--- src/hdl/rtcep_pkg.sv ---
// Shared types, constants and helper functions for the clock-field to epoch-seconds pipeline.
// No dependencies; every other file in hdl/ refers to it by scoped names.
package rtcep_pkg;

    localparam int unsigned RAW_W   = 8;
    localparam int unsigned BASE_W  = 14;
    localparam int unsigned YEAR_W  = 16;
    localparam int unsigned DAYS_W  = 24;
    localparam int unsigned DOY_W   = 10;
    localparam int unsigned TSEC_W  = 20;
    localparam int unsigned SECS_W  = 40;
    localparam int unsigned CFG_IDX_W  = 2;
    localparam int unsigned CFG_DATA_W = BASE_W;

    // Configuration register indexes
    localparam logic [CFG_IDX_W-1:0] CFG_BINARY_MODE     = 2'd0;
    localparam logic [CFG_IDX_W-1:0] CFG_HOUR_24_MODE    = 2'd1;
    localparam logic [CFG_IDX_W-1:0] CFG_CENTURY_PRESENT = 2'd2;
    localparam logic [CFG_IDX_W-1:0] CFG_BASE_YEAR       = 2'd3;

    localparam logic [BASE_W-1:0] BASE_YEAR_RST = 14'd2024;

    localparam int unsigned EPOCH_YEAR         = 1970;
    localparam int unsigned LEAPS_BEFORE_EPOCH = 477;   // leap years in 1..1969
    localparam int unsigned YEARS_PER_CENT     = 100;
    localparam int unsigned DAYS_PER_YEAR      = 365;
    localparam int unsigned HOURS_PER_DAY      = 24;
    localparam int unsigned SECS_PER_DAY       = 86400;
    localparam int unsigned SECS_PER_HOUR      = 3600;
    localparam int unsigned SECS_PER_MIN       = 60;
    localparam int unsigned HOUR_PM_OFFSET     = 12;

    // Reciprocal constants: x / 100 == (x * 5243) >> 19 for x below 2^15,
    // x / 24 == (x * 171) >> 12 for x below 140.
    localparam logic [12:0] DIV100_MUL = 13'd5243;
    localparam int unsigned DIV100_SH  = 19;
    localparam logic [7:0]  DIV24_MUL  = 8'd171;
    localparam int unsigned DIV24_SH   = 12;

    typedef struct packed {
        logic              binary_mode;
        logic              hour_24_mode;
        logic              century_present;
        logic [BASE_W-1:0] base_year;
    } t_cfg;

    typedef struct packed {
        logic [RAW_W-1:0]  second;
        logic [RAW_W-1:0]  minute;
        logic [RAW_W-1:0]  hour;
        logic [RAW_W-1:0]  day;
        logic [RAW_W-1:0]  month;
        logic [YEAR_W-1:0] year;
        logic              bad;
    } t_cal;

    typedef struct packed {
        t_cal              cal;
        logic [DAYS_W-1:0] days;
        logic [TSEC_W-1:0] tsec;
    } t_sum;

    function automatic logic [RAW_W-1:0] bcd_to_bin(input logic [RAW_W-1:0] b);
        return {4'd0, b[3:0]} + {1'b0, b[7:4], 3'd0} + {3'd0, b[7:4], 1'b0};
    endfunction

    // Days before the first of the month, non-leap year
    function automatic logic [8:0] days_before_month(input logic [3:0] m);
        logic [8:0] d;
        case (m)
            4'd1:    d = 9'd0;
            4'd2:    d = 9'd31;
            4'd3:    d = 9'd59;
            4'd4:    d = 9'd90;
            4'd5:    d = 9'd120;
            4'd6:    d = 9'd151;
            4'd7:    d = 9'd181;
            4'd8:    d = 9'd212;
            4'd9:    d = 9'd243;
            4'd10:   d = 9'd273;
            4'd11:   d = 9'd304;
            4'd12:   d = 9'd334;
            default: d = 9'd0;
        endcase
        return d;
    endfunction

endpackage

--- src/hdl/rtcep_decode.sv ---
// Front of the pipeline: capture raw bytes, BCD decode, 12-to-24 hour fold, full year.
// Depends on rtcep_pkg.
module rtcep_decode (
    input  logic                    i_clk,
    input  logic                    i_rst_n,
    input  rtcep_pkg::t_cfg         i_cfg,
    input  logic                    i_valid,
    output logic                    o_stall,
    input  logic [7:0]              i_raw_second,
    input  logic [7:0]              i_raw_minute,
    input  logic [7:0]              i_raw_hour,
    input  logic [7:0]              i_raw_day,
    input  logic [7:0]              i_raw_month,
    input  logic [7:0]              i_raw_year,
    input  logic [7:0]              i_raw_century,
    output logic                    o_valid,
    input  logic                    i_stall,
    output rtcep_pkg::t_cal         o_cal
);

    // Stage 1: raw capture
    logic       r_s1_vld;
    logic [7:0] r_s1_sec, r_s1_min, r_s1_hr, r_s1_day, r_s1_mon, r_s1_yr, r_s1_cen;

    // Stage 2: decoded fields
    logic       r_s2_vld;
    logic [7:0] r_s2_sec, r_s2_min, r_s2_hdec, r_s2_day, r_s2_mon, r_s2_yr, r_s2_cen;
    logic       r_s2_pm;
    logic [7:0] r_s2_hv;
    logic [7:0] r_s2_base_q;
    logic [7:0] n_s2_sec, n_s2_min, n_s2_hdec, n_s2_day, n_s2_mon, n_s2_yr, n_s2_cen;
    logic [6:0] w_hour_bin;
    logic [26:0] w_base_prod;

    // Stage 3: year sum, hour quotient
    logic                               r_s3_vld;
    logic [7:0]                         r_s3_sec, r_s3_min, r_s3_hdec, r_s3_day, r_s3_mon;
    logic                               r_s3_pm;
    logic [7:0]                         r_s3_hv;
    logic [2:0]                         r_s3_hq;
    logic [rtcep_pkg::YEAR_W-1:0]       r_s3_ysum;
    logic                               r_s3_bad;
    logic [15:0]                        w_hv_prod;
    logic [14:0]                        n_s3_term;

    // Stage 4: final calendar fields
    logic            r_s4_vld;
    rtcep_pkg::t_cal r_s4_cal;
    rtcep_pkg::t_cal n_s4_cal;

    logic w_adv1, w_adv2, w_adv3, w_adv4;

    assign w_adv4  = !r_s4_vld || !i_stall;
    assign w_adv3  = !r_s3_vld || w_adv4;
    assign w_adv2  = !r_s2_vld || w_adv3;
    assign w_adv1  = !r_s1_vld || w_adv2;
    assign o_stall = !w_adv1;
    assign o_valid = r_s4_vld;
    assign o_cal   = r_s4_cal;

    always_ff @(posedge i_clk) begin
        if (!i_rst_n) begin
            r_s1_vld <= 1'b0;
            r_s2_vld <= 1'b0;
            r_s3_vld <= 1'b0;
            r_s4_vld <= 1'b0;
        end else begin
            if (w_adv1) r_s1_vld <= i_valid;
            if (w_adv2) r_s2_vld <= r_s1_vld;
            if (w_adv3) r_s3_vld <= r_s2_vld;
            if (w_adv4) r_s4_vld <= r_s3_vld;
        end
    end

    // ---- stage 2 logic
    assign w_hour_bin  = {3'd0, r_s1_hr[3:0]} + {1'b0, r_s1_hr[6:4], 3'd0}
                       + {3'd0, r_s1_hr[6:4], 1'b0};
    assign w_base_prod = 27'(i_cfg.base_year) * 27'(rtcep_pkg::DIV100_MUL);

    always_comb begin
        if (i_cfg.binary_mode) begin
            n_s2_sec  = r_s1_sec;
            n_s2_min  = r_s1_min;
            n_s2_hdec = r_s1_hr;
            n_s2_day  = r_s1_day;
            n_s2_mon  = r_s1_mon;
            n_s2_yr   = r_s1_yr;
            n_s2_cen  = r_s1_cen;
        end else begin
            n_s2_sec  = rtcep_pkg::bcd_to_bin(r_s1_sec);
            n_s2_min  = rtcep_pkg::bcd_to_bin(r_s1_min);
            // keep the PM flag on top of the decoded hour
            n_s2_hdec = {r_s1_hr[7], w_hour_bin};
            n_s2_day  = rtcep_pkg::bcd_to_bin(r_s1_day);
            n_s2_mon  = rtcep_pkg::bcd_to_bin(r_s1_mon);
            n_s2_yr   = rtcep_pkg::bcd_to_bin(r_s1_yr);
            n_s2_cen  = rtcep_pkg::bcd_to_bin(r_s1_cen);
        end
    end

    // ---- stage 3 logic
    assign w_hv_prod = 16'(r_s2_hv) * 16'(rtcep_pkg::DIV24_MUL);
    assign n_s3_term = i_cfg.century_present
                     ? 15'(r_s2_cen) * 15'(rtcep_pkg::YEARS_PER_CENT)
                     : 15'(r_s2_base_q) * 15'(rtcep_pkg::YEARS_PER_CENT);

    // ---- stage 4 logic
    always_comb begin
        n_s4_cal.second = r_s3_sec;
        n_s4_cal.minute = r_s3_min;
        n_s4_cal.day    = r_s3_day;
        n_s4_cal.month  = r_s3_mon;
        n_s4_cal.bad    = r_s3_bad;
        if (r_s3_pm) begin
            n_s4_cal.hour = r_s3_hv
                          - 8'({5'd0, r_s3_hq} * 8'(rtcep_pkg::HOURS_PER_DAY));
        end else begin
            n_s4_cal.hour = r_s3_hdec;
        end
        // inferred century: move up one century when the year falls behind the base
        if (!i_cfg.century_present
            && (r_s3_ysum < rtcep_pkg::YEAR_W'(i_cfg.base_year))) begin
            n_s4_cal.year = r_s3_ysum + rtcep_pkg::YEAR_W'(rtcep_pkg::YEARS_PER_CENT);
        end else begin
            n_s4_cal.year = r_s3_ysum;
        end
    end

    always_ff @(posedge i_clk) begin
        if (w_adv1) begin
            r_s1_sec <= i_raw_second;
            r_s1_min <= i_raw_minute;
            r_s1_hr  <= i_raw_hour;
            r_s1_day <= i_raw_day;
            r_s1_mon <= i_raw_month;
            r_s1_yr  <= i_raw_year;
            r_s1_cen <= i_raw_century;
        end
        if (w_adv2) begin
            r_s2_sec    <= n_s2_sec;
            r_s2_min    <= n_s2_min;
            r_s2_hdec   <= n_s2_hdec;
            r_s2_day    <= n_s2_day;
            r_s2_mon    <= n_s2_mon;
            r_s2_yr     <= n_s2_yr;
            r_s2_cen    <= n_s2_cen;
            r_s2_pm     <= !i_cfg.hour_24_mode && n_s2_hdec[7];
            r_s2_hv     <= {1'b0, n_s2_hdec[6:0]} + 8'(rtcep_pkg::HOUR_PM_OFFSET);
            r_s2_base_q <= w_base_prod[rtcep_pkg::DIV100_SH +: 8];
        end
        if (w_adv3) begin
            r_s3_sec  <= r_s2_sec;
            r_s3_min  <= r_s2_min;
            r_s3_hdec <= r_s2_hdec;
            r_s3_day  <= r_s2_day;
            r_s3_mon  <= r_s2_mon;
            r_s3_pm   <= r_s2_pm;
            r_s3_hv   <= r_s2_hv;
            r_s3_hq   <= w_hv_prod[rtcep_pkg::DIV24_SH +: 3];
            r_s3_ysum <= rtcep_pkg::YEAR_W'(r_s2_yr) + rtcep_pkg::YEAR_W'(n_s3_term);
            r_s3_bad  <= (r_s2_mon == 8'd0) || (r_s2_mon > 8'd12) || (r_s2_day == 8'd0);
        end
        if (w_adv4) begin
            r_s4_cal <= n_s4_cal;
        end
    end

endmodule

--- src/hdl/rtcep_days.sv ---
// Middle of the pipeline: leap-year counts, day number since the epoch, time of day in seconds.
// Depends on rtcep_pkg.
module rtcep_days (
    input  logic            i_clk,
    input  logic            i_rst_n,
    input  logic            i_valid,
    output logic            o_stall,
    input  rtcep_pkg::t_cal i_cal,
    output logic            o_valid,
    input  logic            i_stall,
    output rtcep_pkg::t_sum o_sum
);

    localparam int unsigned DW = rtcep_pkg::DAYS_W;
    localparam int unsigned YW = rtcep_pkg::YEAR_W;

    // Stage 5: quotients by 100 and 400
    logic            r_s5_vld;
    rtcep_pkg::t_cal r_s5_cal;
    logic [8:0]      r_s5_q1;
    logic [8:0]      r_s5_qn;
    logic [6:0]      r_s5_qn4;
    logic [YW-3:0]   r_s5_n4;
    logic [YW-1:0]   r_s5_dy;
    logic            r_s5_gt;
    logic [YW-1:0]   w_n;
    logic [28:0]     w_q1_prod;
    logic [28:0]     w_qn_prod;
    logic [26:0]     w_qn4_prod;

    // Stage 6: whole-year days and day of year
    logic                       r_s6_vld;
    rtcep_pkg::t_cal            r_s6_cal;
    logic [DW-1:0]              r_s6_ydays;
    logic [rtcep_pkg::DOY_W-1:0] r_s6_doy;
    logic                       w_leap;
    logic [DW-1:0]              w_leaps;
    logic [YW-1:0]              w_cent_x100;

    // Stage 7: totals
    logic            r_s7_vld;
    rtcep_pkg::t_sum r_s7_sum;

    logic w_adv5, w_adv6, w_adv7;

    assign w_adv7  = !r_s7_vld || !i_stall;
    assign w_adv6  = !r_s6_vld || w_adv7;
    assign w_adv5  = !r_s5_vld || w_adv6;
    assign o_stall = !w_adv5;
    assign o_valid = r_s7_vld;
    assign o_sum   = r_s7_sum;

    always_ff @(posedge i_clk) begin
        if (!i_rst_n) begin
            r_s5_vld <= 1'b0;
            r_s6_vld <= 1'b0;
            r_s7_vld <= 1'b0;
        end else begin
            if (w_adv5) r_s5_vld <= i_valid;
            if (w_adv6) r_s6_vld <= r_s5_vld;
            if (w_adv7) r_s7_vld <= r_s6_vld;
        end
    end

    // ---- stage 5 logic: n is the last full year before this one
    assign w_n        = i_cal.year - YW'(1);
    assign w_q1_prod  = 29'(i_cal.year) * 29'(rtcep_pkg::DIV100_MUL);
    assign w_qn_prod  = 29'(w_n) * 29'(rtcep_pkg::DIV100_MUL);
    assign w_qn4_prod = 27'(w_n[YW-1:2]) * 27'(rtcep_pkg::DIV100_MUL);

    // ---- stage 6 logic
    assign w_cent_x100 = YW'(r_s5_q1) * YW'(rtcep_pkg::YEARS_PER_CENT);
    // a century year is leap only when its century count is a multiple of four
    assign w_leap = (r_s5_cal.year[1:0] == 2'd0)
                 && ((r_s5_cal.year != w_cent_x100) || (r_s5_q1[1:0] == 2'd0));
    assign w_leaps = DW'(r_s5_n4) - DW'(r_s5_qn) + DW'(r_s5_qn4)
                   - DW'(rtcep_pkg::LEAPS_BEFORE_EPOCH);

    always_ff @(posedge i_clk) begin
        if (w_adv5) begin
            r_s5_cal <= i_cal;
            r_s5_q1  <= w_q1_prod[rtcep_pkg::DIV100_SH +: 9];
            r_s5_qn  <= w_qn_prod[rtcep_pkg::DIV100_SH +: 9];
            r_s5_qn4 <= w_qn4_prod[rtcep_pkg::DIV100_SH +: 7];
            r_s5_n4  <= w_n[YW-1:2];
            r_s5_dy  <= i_cal.year - YW'(rtcep_pkg::EPOCH_YEAR);
            r_s5_gt  <= i_cal.year > YW'(rtcep_pkg::EPOCH_YEAR);
        end
        if (w_adv6) begin
            r_s6_cal <= r_s5_cal;
            // years up to the epoch contribute no days
            if (r_s5_gt) begin
                r_s6_ydays <= DW'(r_s5_dy) * DW'(rtcep_pkg::DAYS_PER_YEAR) + w_leaps;
            end else begin
                r_s6_ydays <= '0;
            end
            r_s6_doy <= rtcep_pkg::DOY_W'(rtcep_pkg::days_before_month(r_s5_cal.month[3:0]))
                      + rtcep_pkg::DOY_W'(w_leap && (r_s5_cal.month > 8'd2))
                      + rtcep_pkg::DOY_W'(r_s5_cal.day) - rtcep_pkg::DOY_W'(1);
        end
        if (w_adv7) begin
            r_s7_sum.cal  <= r_s6_cal;
            r_s7_sum.days <= r_s6_ydays + DW'(r_s6_doy);
            r_s7_sum.tsec <= rtcep_pkg::TSEC_W'(r_s6_cal.hour)
                               * rtcep_pkg::TSEC_W'(rtcep_pkg::SECS_PER_HOUR)
                           + rtcep_pkg::TSEC_W'(r_s6_cal.minute)
                               * rtcep_pkg::TSEC_W'(rtcep_pkg::SECS_PER_MIN)
                           + rtcep_pkg::TSEC_W'(r_s6_cal.second);
        end
    end

endmodule

--- src/hdl/rtc_fields_to_epoch_seconds_unit.sv ---
// Throughput: one transaction per cycle while i_out_stall is low; eight register stages (capture,
// decode, hour and year fold, division by 100/400 via reciprocal multiply, day counts, totals, seconds).
// Reset (i_rst_n low, synchronous) empties every stage and loads the configuration
// defaults: BCD fields, 12-hour clock, no century byte, base year 2024.
// Depends on rtcep_pkg, rtcep_decode and rtcep_days.
module rtc_fields_to_epoch_seconds_unit (
    input  logic                                i_clk,
    input  logic                                i_rst_n,
    input  logic                                i_cfg_we,
    input  logic [rtcep_pkg::CFG_IDX_W-1:0]     i_cfg_index,
    input  logic [rtcep_pkg::CFG_DATA_W-1:0]    i_cfg_data,
    input  logic                                i_in_valid,
    output logic                                o_in_stall,
    input  logic [7:0]                          i_raw_second,
    input  logic [7:0]                          i_raw_minute,
    input  logic [7:0]                          i_raw_hour,
    input  logic [7:0]                          i_raw_day,
    input  logic [7:0]                          i_raw_month,
    input  logic [7:0]                          i_raw_year,
    input  logic [7:0]                          i_raw_century,
    output logic                                o_out_valid,
    input  logic                                i_out_stall,
    output logic [39:0]                         o_epoch_seconds,
    output logic [15:0]                         o_full_year,
    output logic [7:0]                          o_month_out,
    output logic [7:0]                          o_day_out,
    output logic [7:0]                          o_hour_out,
    output logic [7:0]                          o_minute_out,
    output logic [7:0]                          o_second_out,
    output logic                                o_bad_date
);

    rtcep_pkg::t_cfg r_cfg;

    logic            w_dec_valid, w_dec_stall;
    rtcep_pkg::t_cal w_dec_cal;
    logic            w_days_valid, w_days_stall;
    rtcep_pkg::t_sum w_days_sum;

    logic                          r_out_vld;
    logic [rtcep_pkg::SECS_W-1:0]  r_out_secs;
    rtcep_pkg::t_cal               r_out_cal;
    logic                          w_adv8;

    always_ff @(posedge i_clk) begin
        if (!i_rst_n) begin
            r_cfg.binary_mode     <= 1'b0;
            r_cfg.hour_24_mode    <= 1'b0;
            r_cfg.century_present <= 1'b0;
            r_cfg.base_year       <= rtcep_pkg::BASE_YEAR_RST;
        end else if (i_cfg_we) begin
            case (i_cfg_index)
                rtcep_pkg::CFG_BINARY_MODE:     r_cfg.binary_mode     <= i_cfg_data[0];
                rtcep_pkg::CFG_HOUR_24_MODE:    r_cfg.hour_24_mode    <= i_cfg_data[0];
                rtcep_pkg::CFG_CENTURY_PRESENT: r_cfg.century_present <= i_cfg_data[0];
                rtcep_pkg::CFG_BASE_YEAR:       r_cfg.base_year       <= i_cfg_data;
                default: ;
            endcase
        end
    end

    rtcep_decode u_decode (
        .i_clk         (i_clk),
        .i_rst_n       (i_rst_n),
        .i_cfg         (r_cfg),
        .i_valid       (i_in_valid),
        .o_stall       (o_in_stall),
        .i_raw_second  (i_raw_second),
        .i_raw_minute  (i_raw_minute),
        .i_raw_hour    (i_raw_hour),
        .i_raw_day     (i_raw_day),
        .i_raw_month   (i_raw_month),
        .i_raw_year    (i_raw_year),
        .i_raw_century (i_raw_century),
        .o_valid       (w_dec_valid),
        .i_stall       (w_dec_stall),
        .o_cal         (w_dec_cal)
    );

    rtcep_days u_days (
        .i_clk   (i_clk),
        .i_rst_n (i_rst_n),
        .i_valid (w_dec_valid),
        .o_stall (w_dec_stall),
        .i_cal   (w_dec_cal),
        .o_valid (w_days_valid),
        .i_stall (w_days_stall),
        .o_sum   (w_days_sum)
    );

    // Output stage: hold the result while the consumer stalls
    assign w_adv8       = !r_out_vld || !i_out_stall;
    assign w_days_stall = !w_adv8;

    always_ff @(posedge i_clk) begin
        if (!i_rst_n) begin
            r_out_vld <= 1'b0;
        end else if (w_adv8) begin
            r_out_vld <= w_days_valid;
        end
    end

    always_ff @(posedge i_clk) begin
        if (w_adv8) begin
            r_out_cal <= w_days_sum.cal;
            // drop the seconds count on a bad date
            if (w_days_sum.cal.bad) begin
                r_out_secs <= '0;
            end else begin
                r_out_secs <= rtcep_pkg::SECS_W'(w_days_sum.days)
                                * rtcep_pkg::SECS_W'(rtcep_pkg::SECS_PER_DAY)
                            + rtcep_pkg::SECS_W'(w_days_sum.tsec);
            end
        end
    end

    assign o_out_valid     = r_out_vld;
    assign o_epoch_seconds = r_out_secs;
    assign o_full_year     = r_out_cal.year;
    assign o_month_out     = r_out_cal.month;
    assign o_day_out       = r_out_cal.day;
    assign o_hour_out      = r_out_cal.hour;
    assign o_minute_out    = r_out_cal.minute;
    assign o_second_out    = r_out_cal.second;
    assign o_bad_date      = r_out_cal.bad;

endmodule

--- config.mk ---
export PLATFORM = sky130hd
export DESIGN_NAME = rtc_fields_to_epoch_seconds_unit
export DESIGN_NICKNAME = d
export VERILOG_FILES = /design/src/hdl/rtcep_pkg.sv /design/src/hdl/rtcep_decode.sv /design/src/hdl/rtcep_days.sv /design/src/hdl/rtc_fields_to_epoch_seconds_unit.sv
export SDC_FILE = /design/constraint.sdc
export NUM_CORES = 2
export LEC_CHECK = 0
export BUFFER_PORTS_ARGS = -buffer_cell sky130_fd_sc_hd__buf_2
export CORE_MARGIN = 2
export CORE_UTILIZATION = 69
export DETAILED_ROUTE_END_ITERATION = 12
export PLACE_DENSITY = 0.87
export SLEW_MARGIN = 10
export SYNTH_ARGS = -nofsm -noshare
export SYNTH_HDL_FRONTEND = slang
export SYNTH_SLANG_ARGS = --single-unit
export TNS_END_PERCENT = 1
--- constraint.sdc ---
create_clock -name i_clk -period 10.9 [get_ports i_clk]
set_input_delay 0 -clock i_clk [delete_from_list [all_inputs] [get_ports i_clk]]
set_output_delay 0 -clock i_clk [all_outputs]
set_load 0.02 [all_outputs]
Yosys cells after proc, flatten, opt, wreduce, memory -nomap -nowiden:

Memories as Yosys holds them, arrays and structs flattened. A register that Yosys moved wholly into a read port is not among the register bits.
Index checks and enable logic that the tools add are counted.

* reduce and logical (&&, ||, !) cells: 36
* equality and inequality tests: 4
* bitwise logic cells: 0
* shift-type cells: 0
* magnitude comparators: 4
* divide/modulo/power cells: 0
* $mul: 13
* mux-type cells: 12
* add/subtract/negate cells: 31

Operators by type and width (count)
* $mul A16 B13 Y28 const B: 2
* $mux W8: 7
* $add A4 B7 Y8: 6
* $add A8 B5 Y8: 6
* $add A40 B20 Y40: 1
* $mul A24 B10 Y33 const B: 1
* $mul A14 B13 Y27 const B: 1
* $mul A14 B13 Y26 const B: 1
* $mul A8 B5 Y13 const B: 2
* $add A24 B10 Y24: 1
* $add A24 B24 Y24: 1
* $add A24 B7 Y24: 1
* $mul A16 B9 Y24 const B: 1
* $sub A24 B9 Y24 const B: 1
* $add A20 B14 Y20: 1
* $add A20 B8 Y20: 1
* $add A16 B7 Y16 const B: 1
* $add A8 B15 Y16: 1
* $gt A16 B11 Y1 const B: 1
* $logic_not A8 Y1: 2
* $lt A16 B14 Y1: 1
* $mul A8 B8 Y16 const B: 1
* $mux W16: 1
* $ne A16 B16 Y1: 1
* other kinds (27): 57

* input port bits: 77
* latch bits: 0
* memory bits (writable): 0
* word-level logic and storage cells: 186
* memories kept: 1
* bits in registers: 682
* ROM bits: 144

Memories
* (no name shown): depth 16, bits a word 9, read ports 1, clocked after memory_dff 1, write ports 0, line rtcep_pkg.sv:70 `case (m)`

Longest topological paths before layout:

* depth in word-level cells: 10
* depth in mapped cells: 32

Hierarchy:

From an unflattened synthesis, not the netlist that was laid out.

* cell total of the unflattened synthesis: 4529
* area, all modules: 53636.4 µm²

By module, submodules not included
* rtcep_days: cells an instance 2392, instances 1, sequential area each 9308.9 µm², area each 27832.9 µm²
* rtcep_decode: cells an instance 1265, instances 1, sequential area each 7617.3 µm², area each 16686.0 µm²
* rtc_fields_to_epoch_seconds_unit: cells an instance 872, instances 1, sequential area each 3273.1 µm², area each 9117.5 µm²

Worst setup path after synthesis:

Ideal clock, no wire load.

* path kind: flip-flop to flip-flop
* start point: register u_days.r_s5_n4[0]
* end point: register u_days.r_s6_ydays[23], data pin
* cell stages (with the launch flop): 29
* slack: 3.927 ns
* data required time: 10.645 ns
* library setup time: 0.255 ns
* buffers on the path: 0
* arrival time: 6.719 ns
* cell sequence: edfxtp_1 inv_1 ha_1 inv_1 fa_1 a21o_1 a21oi_1 o21ai_0 a21oi_1 nand2b_1 a21boi_0 o21ai_0 ha_1 inv_1 fa_1 fa_1 inv_1 fa_1 ha_1 and3_1 a221o_1 a21oi_1 nor2_1 a21oi_1 o311a_1 o21bai_1 a21oi_1 xnor2_1 and2_1

* cells in the longest elaborated chain, start to end: 4

Ends and longest elaborated chain
* start, declared: line rtcep_days.sv:23 `logic [YW-3:0] r_s5_n4;`
* start signal, assigned: line rtcep_days.sv:85 `r_s5_n4 <= w_n[YW-1:2];`
* $sub A14 B9 Y15: line rtcep_days.sv:76 `assign w_leaps = DW'(r_s5_n4) - DW'(r_s5_qn) + DW'(r_s5_qn4)`
* $add A24 B7 Y24: line rtcep_days.sv:76
* $sub A24 B9 Y24: line rtcep_days.sv:77 `- DW'(rtcep_pkg::LEAPS_BEFORE_EPOCH);`
* $add A24 B24 Y24: line rtcep_days.sv:93 `r_s6_ydays <= DW'(r_s5_dy) * DW'(rtcep_pkg::DAYS_PER_YEAR) + w_leaps;`
* end signal, assigned: line rtcep_days.sv:93
* end, declared: line rtcep_days.sv:34 `logic [DW-1:0] r_s6_ydays;`

Every way passes these cells.
A chain may end at the register's enable or synchronous reset.

Final worst setup path:

* start point: register u_decode.r_s4_cal (netlist bit u_decode.o_cal[1])
* end point: register u_days.r_s5_qn[6], data pin

* cells in the longest elaborated chain, start to end: 2

Ends and longest elaborated chain
* start, declared: line rtcep_decode.sv:48 `rtcep_pkg::t_cal r_s4_cal;`
* start signal, assigned: line rtcep_decode.sv:164 `r_s4_cal <= n_s4_cal;`
* $sub A16 B1 Y16: line rtcep_days.sv:66 `assign w_n = i_cal.year - YW'(1);`
* named net u_days.w_n[10]: line rtcep_days.sv:26 `logic [YW-1:0] w_n;`
* $mul A16 B13 Y28: line rtcep_days.sv:68 `assign w_qn_prod = 29'(w_n) * 29'(rtcep_pkg::DIV100_MUL);`
* named net u_days.w_qn_prod[25]: line rtcep_days.sv:28 `logic [28:0] w_qn_prod;`
* end signal, assigned: line rtcep_days.sv:83 `r_s5_qn <= w_qn_prod[rtcep_pkg::DIV100_SH +: 9];`
* end, declared: line rtcep_days.sv:21 `logic [8:0] r_s5_qn;`

The timed path passes the listed nets, and every way through them passes these cells.

==> run_results.csv <==
group,metric,value,unit
run_status,outcome,"completed",
detailed_routing,drt-vias-per-instance,5.77,
logic_synthesis,synth_top_area_cell,"edfxtp_1",
sta,tightest_slew,1.08,ns
clock_network,cts_max_path_buffers,3,
logic_synthesis,syn_inst,4456,
floorplan,start_util,70.0,%
sta,rsz0062_at_grt,"false",
clock_network,clk_latency,0.67,ns
detailed_routing,drt_wl_total,121000,µm
worst_setup_path,path_max_fanout,8,
global_routing,first_global_vias,37100,
finish,nNetsFinal,6188,
sta,setup_viol,0,
sta,hold_viol,0,
logic_synthesis,synthArstFlopShare,0,%
global_routing,gr-usage-all-layers,31.6,%
worst_setup_path,cp.required,11.26,ns
sta,fin_setup_tns,0,ns
finish,fillCellCount,4298,
worst_setup_path,critPathCaptureType,"flop",
floorplan,die_w,282,µm
placed_design,gp_congestion,0.930,
worst_setup_path,rr_worst_depth,25,
detailed_routing,dr.first_iter.drc_count,2264,
logic_synthesis,synth_edf_count,650,
sta,fin_crit_sh,68.1,%
logic_synthesis,synth_cell_types,83,
worst_hold_path,hold_path_class,"in -> reg",
sta,drv_slew,0,
logic_synthesis,synth_seq_cells,684,
logic_synthesis,synth_common_cells,"960 x inv_1, 888 x ha_1, 650 x edfxtp_1",
worst_setup_path,r2r_slack,3.48,ns
floorplan,io_pins,176,
finish,area_growth,10.5,%
clock_network,cts_setup_buffers,0,
clock_network,cts_buffers,74,
floorplan,rows,101,
logic_synthesis,synthTopCellsByArea,"edfxtp_1 37%, ha_1 21%, fa_1 17%",
job,maxCapViolations,0,
worst_setup_path,path_class,"reg -> reg",
worst_setup_path,cp.arrival,7.78,ns
logic_synthesis,yosysMostFrequentCell,"inv_1",
finish,drive_gt1_share,8.03,%
sta,fin_crit,7.42,ns
global_routing,grt_overflow_total,0,
clock_network,cts_tree,"done",
worst_setup_path,start_kind,"flop",
global_routing,grt_first_pass_wirelength,194000,µm
sta,max_freq,0.135,GHz
worst_setup_path,crit_path_start,"u_decode.o_cal[1]$_DFFE_PP_",
logic_synthesis,ys_warn_count,0,
detailed_routing,vias,33900,
placed_design,hpwl,85400,µm
sta,slew_headroom,27.6,%
global_routing,antenna_found_initial,6,
detailed_routing,post_drt_wl_per_cell,20.5,µm
logic_synthesis,yosysSeqAreaShare,37.9,%
clock_network,cts.sinks,684,
worst_setup_path,critPathCapture,"u_days.r_s5_qn[6]$_DFFE_PN_",
clock_network,cts_root_buffer,"clkbuf_16",
logic_synthesis,ys.flop_type,"edfxtp_1",
worst_setup_path,r2r-end,"u_days.r_s5_qn[6]$_DFFE_PN_",
detailed_routing,drt-pass1-iter-count,6,
logic_synthesis,synth_area,53400,µm²
worst_setup_path,r2r-start,"u_decode.o_cal[1]$_DFFE_PP_",
floorplan,placeableCoreArea,76200,µm²
clock_network,cts_max_level,3,
detailed_routing,antenna_left,0,
floorplan,die_area,79600,µm²
floorplan,chipHeight,282,µm
placed_design,io_buffers,175,
clock_network,clkTransAtPathRegs,0.07,ns
sta,finClkSkew,0.0577,ns
detailed_routing,drcViolationCount,0,
global_routing,grt_max_degree,76,
logic_synthesis,synth_area_per_cell,12.0,µm²
logic_synthesis,synth_nets,5862,
logic_synthesis,synth_top_area_share,36.6,%
-- registers in the layout (all words and copies together) (netlist names), 17 cells and up, named ones only --
| name | cells |
|---|---|
| u_days.o_sum | 99 |
| u_days.r_s6_cal | 57 |
| u_decode.o_cal | 57 |
| r_cfg | 17 |
| u_days.r_s5_cal | 56 |
| o_epoch_seconds | 40 |
| u_days.r_s6_ydays | 24 |
-- cell families (layout without fill, tap and decap cells) --
group | after synthesis | after routing | share of synthesized area (%)
buffers and inverters | 1003 | 1389 | 7.10
AO/OA/AOI/OAI | 559 | 559 | 6.69
adder cells (fa/ha/maj) | 1329 | 1329 | 37.4
multiplexers | 47 | 47 | 0.959
other | 0 | 3 | 0
flip-flops | 684 | 684 | 37.9
XOR/XNOR | 300 | 300 | 4.92
AND/OR/NAND/NOR | 534 | 534 | 5.09
-- layout by cell type, fill, tap and decap left out, types with 8 or more instances in the layout --
master	instances
a211oi_1	17
a21boi_0	19
a21o_1	78
a21oi_1	162
a31o_2	10
a31oi_1	10
and2_1	24
and3_1	23
buf_2	175
buf_4	20
clkbuf_1	11
clkbuf_16	74
clkinv_1	14
clkinv_2	14
dfxtp_1	33
dlygate4sd3_1	97
edfxtp_1	650
fa_1	441
ha_1	888
inv_1	956
mux2_2	29
mux2i_1	16
nand2_1	149
nand2b_1	31
nand3_1	34
nand4_1	18
nor2_1	110
nor2b_1	53
nor3_1	31
nor3b_1	8
nor4_1	10
o211ai_1	16
o21a_1	31
o21ai_0	124
o21bai_1	20
o31ai_1	8
or3_1	11
xnor2_1	206
xor2_1	94
-- worst min-delay path by stage --
stage	to	depth (start not counted)	start
6_report	u_decode.r_s1_min[7]$_DFFE_PN_	2	i_raw_minute[7]
5_1_grt	u_decode.r_s1_min[7]$_DFFE_PN_	2	i_raw_minute[7]
4_1_cts	u_decode.r_s1_min[0]$_DFFE_PN_	2	i_raw_minute[0]
3_5_place_dp	u_decode.r_s1_cen[3]$_DFFE_PN_	1	i_raw_century[3]
3_3_place_gp	u_decode.r_s1_cen[3]$_DFFE_PN_	1	i_raw_century[3]
2_1_floorplan	u_decode.r_s1_cen[0]$_DFFE_PN_	0	i_raw_century[0]
-- per-stage QoR --
stage	cells	hold WS (ns)	setup slack, ns	area [µm²]	utilization, %
after floorplan	4456	0.0989	3.93	53400	-
after global placement	5639	0.176	3.77	55500	72.9
after detailed placement	5639	0.178	3.49	55500	72.9
after CTS	5872	0.0171	3.46	59000	77.4
after global routing	5875	0.0333	2.88	59000	77.4
final	5875	0.0343	3.48	59000	77.4
-- critical path, cell delays in order, from the launching register on --
cell and delay [ns]:
edfxtp_1 0.52, inv_1 0.30, ha_1 0.33, nand2b_1 0.16, and3_1 0.20, nand2_1 0.09, nand2_1 0.07, nand2_1 0.08
xnor2_1 0.74, fa_1 0.56, ha_1 0.29, inv_1 0.04, fa_1 0.54, inv_1 0.08, fa_1 0.53, inv_1 0.05
fa_1 0.52, inv_1 0.05, ha_1 0.30, a2111oi_0 0.61, nand2_1 0.11, a21o_1 0.17, a31o_2 0.28, a21oi_1 0.23
o21ai_0 0.15, xor2_1 0.16
-- what timing repair did --
| action | in CTS | in global routing |
|---|---|---|
| hold buffers | 97 | 0 |
| hold endpoints to repair | 88 | 0 |
| resized for setup | 0 | 0 |
-- per-layer routing --
layer	track usage (%)	wire, µm
met1	36.6	44900
met2	56.9	62300
met3	5.38	7030
met4	15.5	6380
met5	0	34
-- area by class of cell --
| cell class | count | area [µm²] | area share [%] |
|---|---|---|---|
| Timing Repair Buffer | 292 | 2000 | 3.39 |
| Antenna cell | 3 | 7.51 | 0.0127 |
| Tap cell | 1030 | 1290 | 2.19 |
| Sequential cell | 684 | 20200 | 34.3 |
| Inverter | 961 | 3610 | 6.13 |
| Multi-Input combinational cell | 2769 | 29400 | 49.9 |
| Clock inverter | 51 | 569 | 0.966 |
| Clock buffer | 85 | 1890 | 3.21 |
Power is left out: the tool's default activity adds up to more than one toggle a clock period on the data nets, which glitch-free logic cannot reach.
